--- config.mk ---
export PLATFORM = sky130hd
export DESIGN_NAME = lokt_ctrl
export DESIGN_NICKNAME = d
export VERILOG_FILES = /design/src/sv/lokt_pkg.sv /design/src/sv/lokt_ctrl.sv
export SDC_FILE = /design/constraint.sdc
export NUM_CORES = 1
export LEC_CHECK = 0
export ABC_AREA = 1
export BUFFER_PORTS_ARGS = -buffer_cell sky130_fd_sc_hd__buf_2
export CAP_MARGIN = 10
export CORE_AREA = 2 2 39 41
export CTS_BUF_LIST = sky130_fd_sc_hd__clkbuf_4 sky130_fd_sc_hd__clkbuf_8
export DETAILED_ROUTE_END_ITERATION = 10
export DIE_AREA = 0 0 41 43
export PLACE_DENSITY = 0.68
export SYNTH_ARGS = -nofsm -noshare
export SYNTH_HDL_FRONTEND = slang
export SYNTH_SLANG_ARGS = --single-unit
--- constraint.sdc ---
create_clock -name clk_i -period 1.5 [get_ports clk_i]
set_clock_uncertainty 0.05 [all_clocks]
set_input_delay 0.075 -clock clk_i [delete_from_list [all_inputs] [get_ports clk_i]]
set_output_delay 0.075 -clock clk_i [all_outputs]
set_load 0.03 [all_outputs]
--- src/sv/lokt_pkg.sv ---
// Package for the level-order key table: sizes, codes and the
// command/status structs shared by the controller and the datapath.
// Depends on nothing.
package lokt_pkg;

  // Storage sizes.
  localparam int DEPTH     = 64;
  localparam int KEY_WIDTH = 32;
  localparam int AW        = (DEPTH > 1) ? $clog2(DEPTH) : 1;
  localparam int CW        = $clog2(DEPTH + 1);

  // Fixed field widths of the request and response channels.
  localparam int MODE_W   = 2;
  localparam int KEY_W    = 32;
  localparam int STATUS_W = 2;
  localparam int POS_W    = 6;
  localparam int COUNT_W  = 7;

  typedef enum logic [MODE_W-1:0] {
    MODE_INSERT = 2'd0,
    MODE_DELETE = 2'd1,
    MODE_SEARCH = 2'd2
  } mode_e;

  typedef enum logic [STATUS_W-1:0] {
    STATUS_OK   = 2'd0,
    STATUS_MISS = 2'd1,
    STATUS_FULL = 2'd2
  } status_e;

  typedef enum logic [2:0] {
    CS_IDLE,
    CS_DISPATCH,
    CS_SCAN,
    CS_WAIT_CMP,
    CS_EVAL,
    CS_READ_LAST,
    CS_MOVE,
    CS_FINISH
  } ctrl_state_e;

  // Commands from the controller to the datapath.
  typedef struct packed {
    logic    start;      // latch the request, clear the scan state
    logic    ins_write;  // write the key at slot count, count grows
    logic    scan_rd;    // read the slot under the scan pointer
    logic    rd_last;    // read the final slot
    logic    move_wr;    // copy the final key into the hit slot, count shrinks
    logic    load_rsp;   // load the response register
    status_e rsp_status;
    logic    pos_slot;   // position is the recorded slot, else zero
  } lokt_cmd_t;

  // Status from the datapath to the controller.
  typedef struct packed {
    logic [MODE_W-1:0] mode;
    logic              full;
    logic              empty;
    logic              last_issue;
    logic              hit;
    logic              rsp_free;
  } lokt_sts_t;

endpackage

--- src/sv/lokt_ctrl.sv ---
// Controller state machine of the level-order key table: sequences
// insert, scan, move and response load. Depends on lokt_pkg.
module lokt_ctrl import lokt_pkg::*; (
  input  logic      clk_i,
  input  logic      rst_ni,
  input  logic      req_valid_i,
  output logic      req_ready_o,
  input  lokt_sts_t sts_i,
  output lokt_cmd_t cmd_o
);

  ctrl_state_e state_q, state_d;
  status_e     res_q, res_d;
  logic        pos_slot_q, pos_slot_d;

  // State and result registers.
  always_ff @(posedge clk_i or negedge rst_ni) begin
    if (!rst_ni) begin
      state_q    <= CS_IDLE;
      res_q      <= STATUS_MISS;
      pos_slot_q <= 1'b0;
    end else begin
      state_q    <= state_d;
      res_q      <= res_d;
      pos_slot_q <= pos_slot_d;
    end
  end

  // Next state and commands.
  always_comb begin
    state_d        = state_q;
    res_d          = res_q;
    pos_slot_d     = pos_slot_q;
    req_ready_o    = 1'b0;
    cmd_o          = '0;
    cmd_o.rsp_status = res_q;
    cmd_o.pos_slot   = pos_slot_q;
    case (state_q)
      CS_IDLE: begin
        req_ready_o = 1'b1;
        if (req_valid_i) begin
          cmd_o.start = 1'b1;
          state_d     = CS_DISPATCH;
        end
      end
      CS_DISPATCH: begin
        state_d    = CS_FINISH;
        res_d      = STATUS_MISS;
        pos_slot_d = 1'b0;
        case (sts_i.mode)
          MODE_INSERT: begin
            if (sts_i.full) begin
              res_d = STATUS_FULL;
            end else begin
              cmd_o.ins_write = 1'b1;
              res_d           = STATUS_OK;
              pos_slot_d      = 1'b1;
            end
          end
          MODE_DELETE, MODE_SEARCH: begin
            if (!sts_i.empty) begin
              state_d = CS_SCAN;
            end
          end
          default: begin
            res_d = STATUS_MISS;
          end
        endcase
      end
      CS_SCAN: begin
        cmd_o.scan_rd = 1'b1;
        if (sts_i.last_issue) begin
          state_d = CS_WAIT_CMP;
        end
      end
      CS_WAIT_CMP: begin
        state_d = CS_EVAL;
      end
      CS_EVAL: begin
        if (sts_i.hit) begin
          res_d      = STATUS_OK;
          pos_slot_d = 1'b1;
          state_d    = (sts_i.mode == MODE_DELETE) ? CS_READ_LAST : CS_FINISH;
        end else begin
          res_d      = STATUS_MISS;
          pos_slot_d = 1'b0;
          state_d    = CS_FINISH;
        end
      end
      CS_READ_LAST: begin
        cmd_o.rd_last = 1'b1;
        state_d       = CS_MOVE;
      end
      CS_MOVE: begin
        cmd_o.move_wr = 1'b1;
        state_d       = CS_FINISH;
      end
      CS_FINISH: begin
        if (sts_i.rsp_free) begin
          cmd_o.load_rsp = 1'b1;
          state_d        = CS_IDLE;
        end
      end
      default: begin
        state_d = CS_IDLE;
      end
    endcase
  end

  // An accepted request is always dispatched next.
  a_dispatch: assert property (@(posedge clk_i) disable iff (!rst_ni)
    (req_valid_i && req_ready_o) |=> (state_q == CS_DISPATCH))
    else $error("request not dispatched");

  // The scan ends in the cycle after its last read.
  a_scan_end: assert property (@(posedge clk_i) disable iff (!rst_ni)
    (state_q == CS_SCAN && sts_i.last_issue) |=> (state_q == CS_WAIT_CMP))
    else $error("scan did not end after last read");

  // A full table is only reported for an insert.
  a_full_insert: assert property (@(posedge clk_i) disable iff (!rst_ni)
    (cmd_o.load_rsp && res_q == STATUS_FULL) |-> (sts_i.mode == MODE_INSERT))
    else $error("full status outside insert");

endmodule

=== Word-level counts from Yosys, hierarchy flattened ===
Index checks and enable logic that the tools add are counted.
Widths: inputs -> output; s select.

* Register bits: 6
* Logic and storage cells: 45

* Eq/ne operators: 12
* Mux-type cells: 25
* Reduce and logical (&&, ||, !) cells: 5

{| class="wikitable"
|+ Operators with widths
! operator !! count
|-
| $pmux 3 s8 || 1
|-
| $mux 3 || 5
|-
| $mux 1 || 13
|-
| $eq 3x3->1 const B || 4
|-
| $mux 2 || 4
|-
| $eq 3x2->1 const B || 2
|-
| $ne 2x2->1 const B || 3
|-
| $pmux 2 s2 || 1
|-
| $eq 3x1->1 const B || 1
|-
| $logic_not 3->1 || 1
|-
| $reduce_and 3->1 || 1
|-
| $eq 2x1->1 const B || 1
|-
| $eq 2x2->1 const B || 1
|-
| $logic_not 2->1 || 1
|-
| $pmux 1 s2 || 1
|-
| $reduce_bool 2->1 || 1
|-
| $reduce_or 2->1 || 1
|}

=== Depth between registers and ports, before layout ===
* Word-level depth: 4
* Gate-level depth with buffers: 7

=== Worst setup path after synthesis ===
No wires, ideal clock.

* Path kind: flip-flop to output port
* From: register state_q[2]
* To: output port cmd_o[4] (netlist bit)
* Data arrival time: 1.197 ns
* Data required time: 1.375 ns
* Setup slack: 0.178 ns
* Cell stages (with the launch flop): 3
* Path buffers: 0
* Cell sequence: dfrtp_1 inv_2 nor3_1

{| class="wikitable"
|+ RTL lines
! what !! line !! RTL
|-
| start: declaration || lokt_ctrl.sv:12 || <nowiki>ctrl_state_e state_q, state_d;</nowiki>
|-
| start signal: assignment || lokt_ctrl.sv:23 || <nowiki>state_q <= state_d;</nowiki>
|-
| end: declaration || lokt_ctrl.sv:9 || <nowiki>output lokt_cmd_t cmd_o</nowiki>
|}

==> impl_metrics.py <==
metrics = {
    "detailed_routing": {
        "wl_per_cell_um": 9.33,
        "num_vias": 498,
        "drt_iter0_drc": 7,
        "drt-pass1-iter-count": 5,
        "finalWirelength_mm": 1.01,
        "drc": 0,
        "ant_nets": 0,
        "vias_per_cell": 4.61,
    },
    "power_and_ir_drop": {
        "p_int_w": 0.000604,
        "switching_share_pct": 50.8,
        "pwr-share-clk_pct": 15.4,
        "total_leakage_power_nw": 0.405,
        "pwr-share-comb_pct": 55.5,
        "vdd_drop_max_v": 0.000938,
        "seqPwrFrac_pct": 29.1,
        "p_switching_w": 0.000625,
        "power.density_mw_per_mm2": 1950,
    },
    "global_routing": {
        "grt.overflow.total": 0,
        "grt_max_degree": 10,
        "grt_pass1_vias": 404,
        "grt_pass1_wl_mm": 1.44,
        "antenna_found_initial": 0,
        "track_usage_pct": 12.7,
    },
    "finish": {
        "final_design_area_no_fill_sq_um": 629,
        "drive_gt1_share_pct": 43.5,
        "area_growth_pct": 36.7,
        "utilization_pct": 45.5,
        "fillCellCount": 151,
        "nNetsFinal": 105,
        "diodes": 0,
    },
    "setup_path": {
        "end_kind": "primary output",
        "criticalPathCategory": "reg -> out",
        "worstSetupStartpoint": "state_q[1]",
        "cp.arrival_ns": 1.29,
        "path_max_fanout": 6,
        "cp.required_ns": 1.37,
        "startpoint_type": "flop",
        "r2r_start": "state_q[2]",
    },
    "floorplanning": {
        "dieArea_sq_mm": 0.00176,
        "io-pin-count": 20,
        "die_h_um": 43,
        "coreArea_sq_mm": 0.00138,
        "initial_utilization_pct": 33.3,
        "fp.dieW_um": 41,
        "num_rows": 14,
    },
    "synthesis": {
        "synthCells": 69,
        "yosysWarningCount": 0,
        "synth_cell_types": 17,
        "seq_area_frac_synth_pct": 32.9,
        "synth-seq-cells": 6,
        "synth_fp_nets": 81,
        "synthesis.area_sq_um": 460,
        "synth.avg_cell_area_sq_um": 6.67,
    },
    "outcome": {
        "status": "finished, final reports clean",
    },
    "placed_design": {
        "placed_area_sq_um": 557,
        "hpwl_um": 796,
        "portBuffers": 19,
        "gp_congestion": 0.793,
    },
    "clock_network": {
        "clk_pin_slew_ns": 0.05,
        "h-tree-depth": 1,
        "cts_tree": "yes",
        "cts_made_buffers": 3,
        "clockBufferDepth": 2,
        "clock-root-buffer": "clkbuf_4",
        "clk_latency_ns": 0.25,
        "cts_sinks": 6,
    },
    "hold_path": {
        "hp-start": "sts_i[4]",
        "min_path_type": "in -> reg",
    },
    "sta": {
        "whs_ns": 0.0130,
        "setup_tns_ns": 0,
        "tightestPinTransition_ns": 0.205,
        "drv_slew": 0,
        "hold_viol": 0,
        "rsz0062_at_grt": "false",
        "layout_min_cycle_time_ns": 1.42,
        "fmax_mhz": 706,
        "setup-violations-final": 0,
        "post-route-period-util_pct": 94.5,
        "relSlewSlack_pct": 86.3,
    },
    "run": {
        "cap_viol_max_count": 0,
    },
}
==> cell type report <==
class,instances,area (sq um),area share [%]
Clock buffer,4,30.0,4.77
Inverter,16,60.1,9.54
Multi-Input combinational cell,45,245,39.0
Sequential cell,6,155,24.7
Tap cell,16,20.0,3.18
Timing Repair Buffer,21,119,18.9
==> metal layers <==
layer / global-route usage [%] / vias up / routed length, um
met5: 0 / - / 0
met1: 13.3 / 219 / 431
met2: 19.4 / 22 / 468
met4: 10.0 / 0 / 6
met3: 4.19 / 2 / 103
li1: - / 255 / -
==> critical path, cell delays in order (launching register included) <==
cell and delay (ns):
dfrtp_2 0.45, nor2_4 0.17, nand2_4 0.08, nor2_4 0.09, nand2_2 0.06, inv_1 0.06
buf_6 0.12
==> sequential cells by signal, summed over array words and instances (netlist names) <==
name,count
pos_slot_q,1
res_q,2
state_q,3
==> synth_stat cells, drive strengths merged <==
library cell,instances,area (sq um)
a21oi,1,5.00
ha,2,25.0
a21o,1,7.51
nand4,2,12.5
nand3,7,40.0
dfrtp,5,125
nand2,24,97.6
nor3,2,10.0
dfstp,1,26.3
buf,2,18.8
nor2,6,32.5
inv,16,60.1
==> per-stage QoR <==
| step | std cells | total power (W) | setup WS [ns] |
|---|---|---|---|
| after floorplan | 69 | 0.000879 | 0.178 |
| after global placement | 102 | 0.000978 | 0.244 |
| after detailed placement | 102 | 0.000992 | 0.212 |
| after CTS | 108 | 0.00123 | 0.00320 |
| after global routing | 108 | 0.00134 | 0.00890 |
| final | 108 | 0.00123 | 0.0828 |
==> path summary, 6_finish.rpt <==
kind | to | slack (ns) | depth (start not counted)
setup / recovery | cmd_o[7] | 0.08 | 6
hold / removal | res_q[1] | 0.01 | 3
setup reg to reg | state_q[1] | 0.37 | 4
hold reg to reg | res_q[1] | 0.42 | 2
max in group asynchronous | res_q[0] | 1.03 | 2
min in group asynchronous | pos_slot_q | 0.13 | 2
==> cells by family (layout without fill, tap and decap cells) <==
| logic type | Yosys count | in the layout | synth area share (%) |
|---|---|---|---|
| AO/OA/AOI/OAI | 2 | 2 | 2.72 |
| adder cells (fa/ha/maj) | 2 | 2 | 5.43 |
| buffers and inverters | 18 | 41 | 17.1 |
| flip-flops | 6 | 6 | 32.9 |
| AND/OR/NAND/NOR | 41 | 41 | 41.8 |
==> layout by cell type, fill, tap and decap left out <==
| master | Yosys | final |
|---|---|---|
| a21o_1 | 1 | 1 |
| a21oi_1 | 1 | 1 |
| buf_2 | 0 | 18 |
| buf_4 | 1 | 1 |
| buf_6 | 1 | 1 |
| clkbuf_4 | 0 | 4 |
| dfrtp_1 | 5 | 2 |
| dfrtp_2 | 0 | 3 |
| dfstp_2 | 1 | 1 |
| dlygate4sd3_1 | 0 | 1 |
| ha_1 | 2 | 2 |
| inv_1 | 12 | 12 |
| inv_2 | 4 | 4 |
| nand2_1 | 21 | 21 |
| nand2_2 | 3 | 2 |
| nand2_4 | 0 | 1 |
| nand3_1 | 6 | 6 |
| nand3_2 | 1 | 1 |
| nand4_1 | 2 | 2 |
| nor2_1 | 2 | 2 |
| nor2_2 | 4 | 2 |
| nor2_4 | 0 | 2 |
| nor3_1 | 2 | 2 |
==> timing repair <==
action | 4_1_cts | 5_1_grt
pin swaps | 0 | 1
buffers inserted | 1 | 0
endpoints found under the setup margin | 1 | 2
hold buffers | 1 | 0
gates resized for setup | 2 | 7
hold endpoints to repair | 6 | 0
==> power by group through the flow <==
stage	logic [W]	registers (W)	clock network (W)
6_report	0.000682	0.000358	0.000189
4_1_cts	0.000680	0.000347	0.000201
5_1_grt	0.000759	0.000366	0.000212
2_1_floorplan	0.000522	0.000357	0
3_3_place_gp	0.000630	0.000348	0
3_5_place_dp	0.000639	0.000353	0
Note: power is estimated with default switching activity, not from simulation.
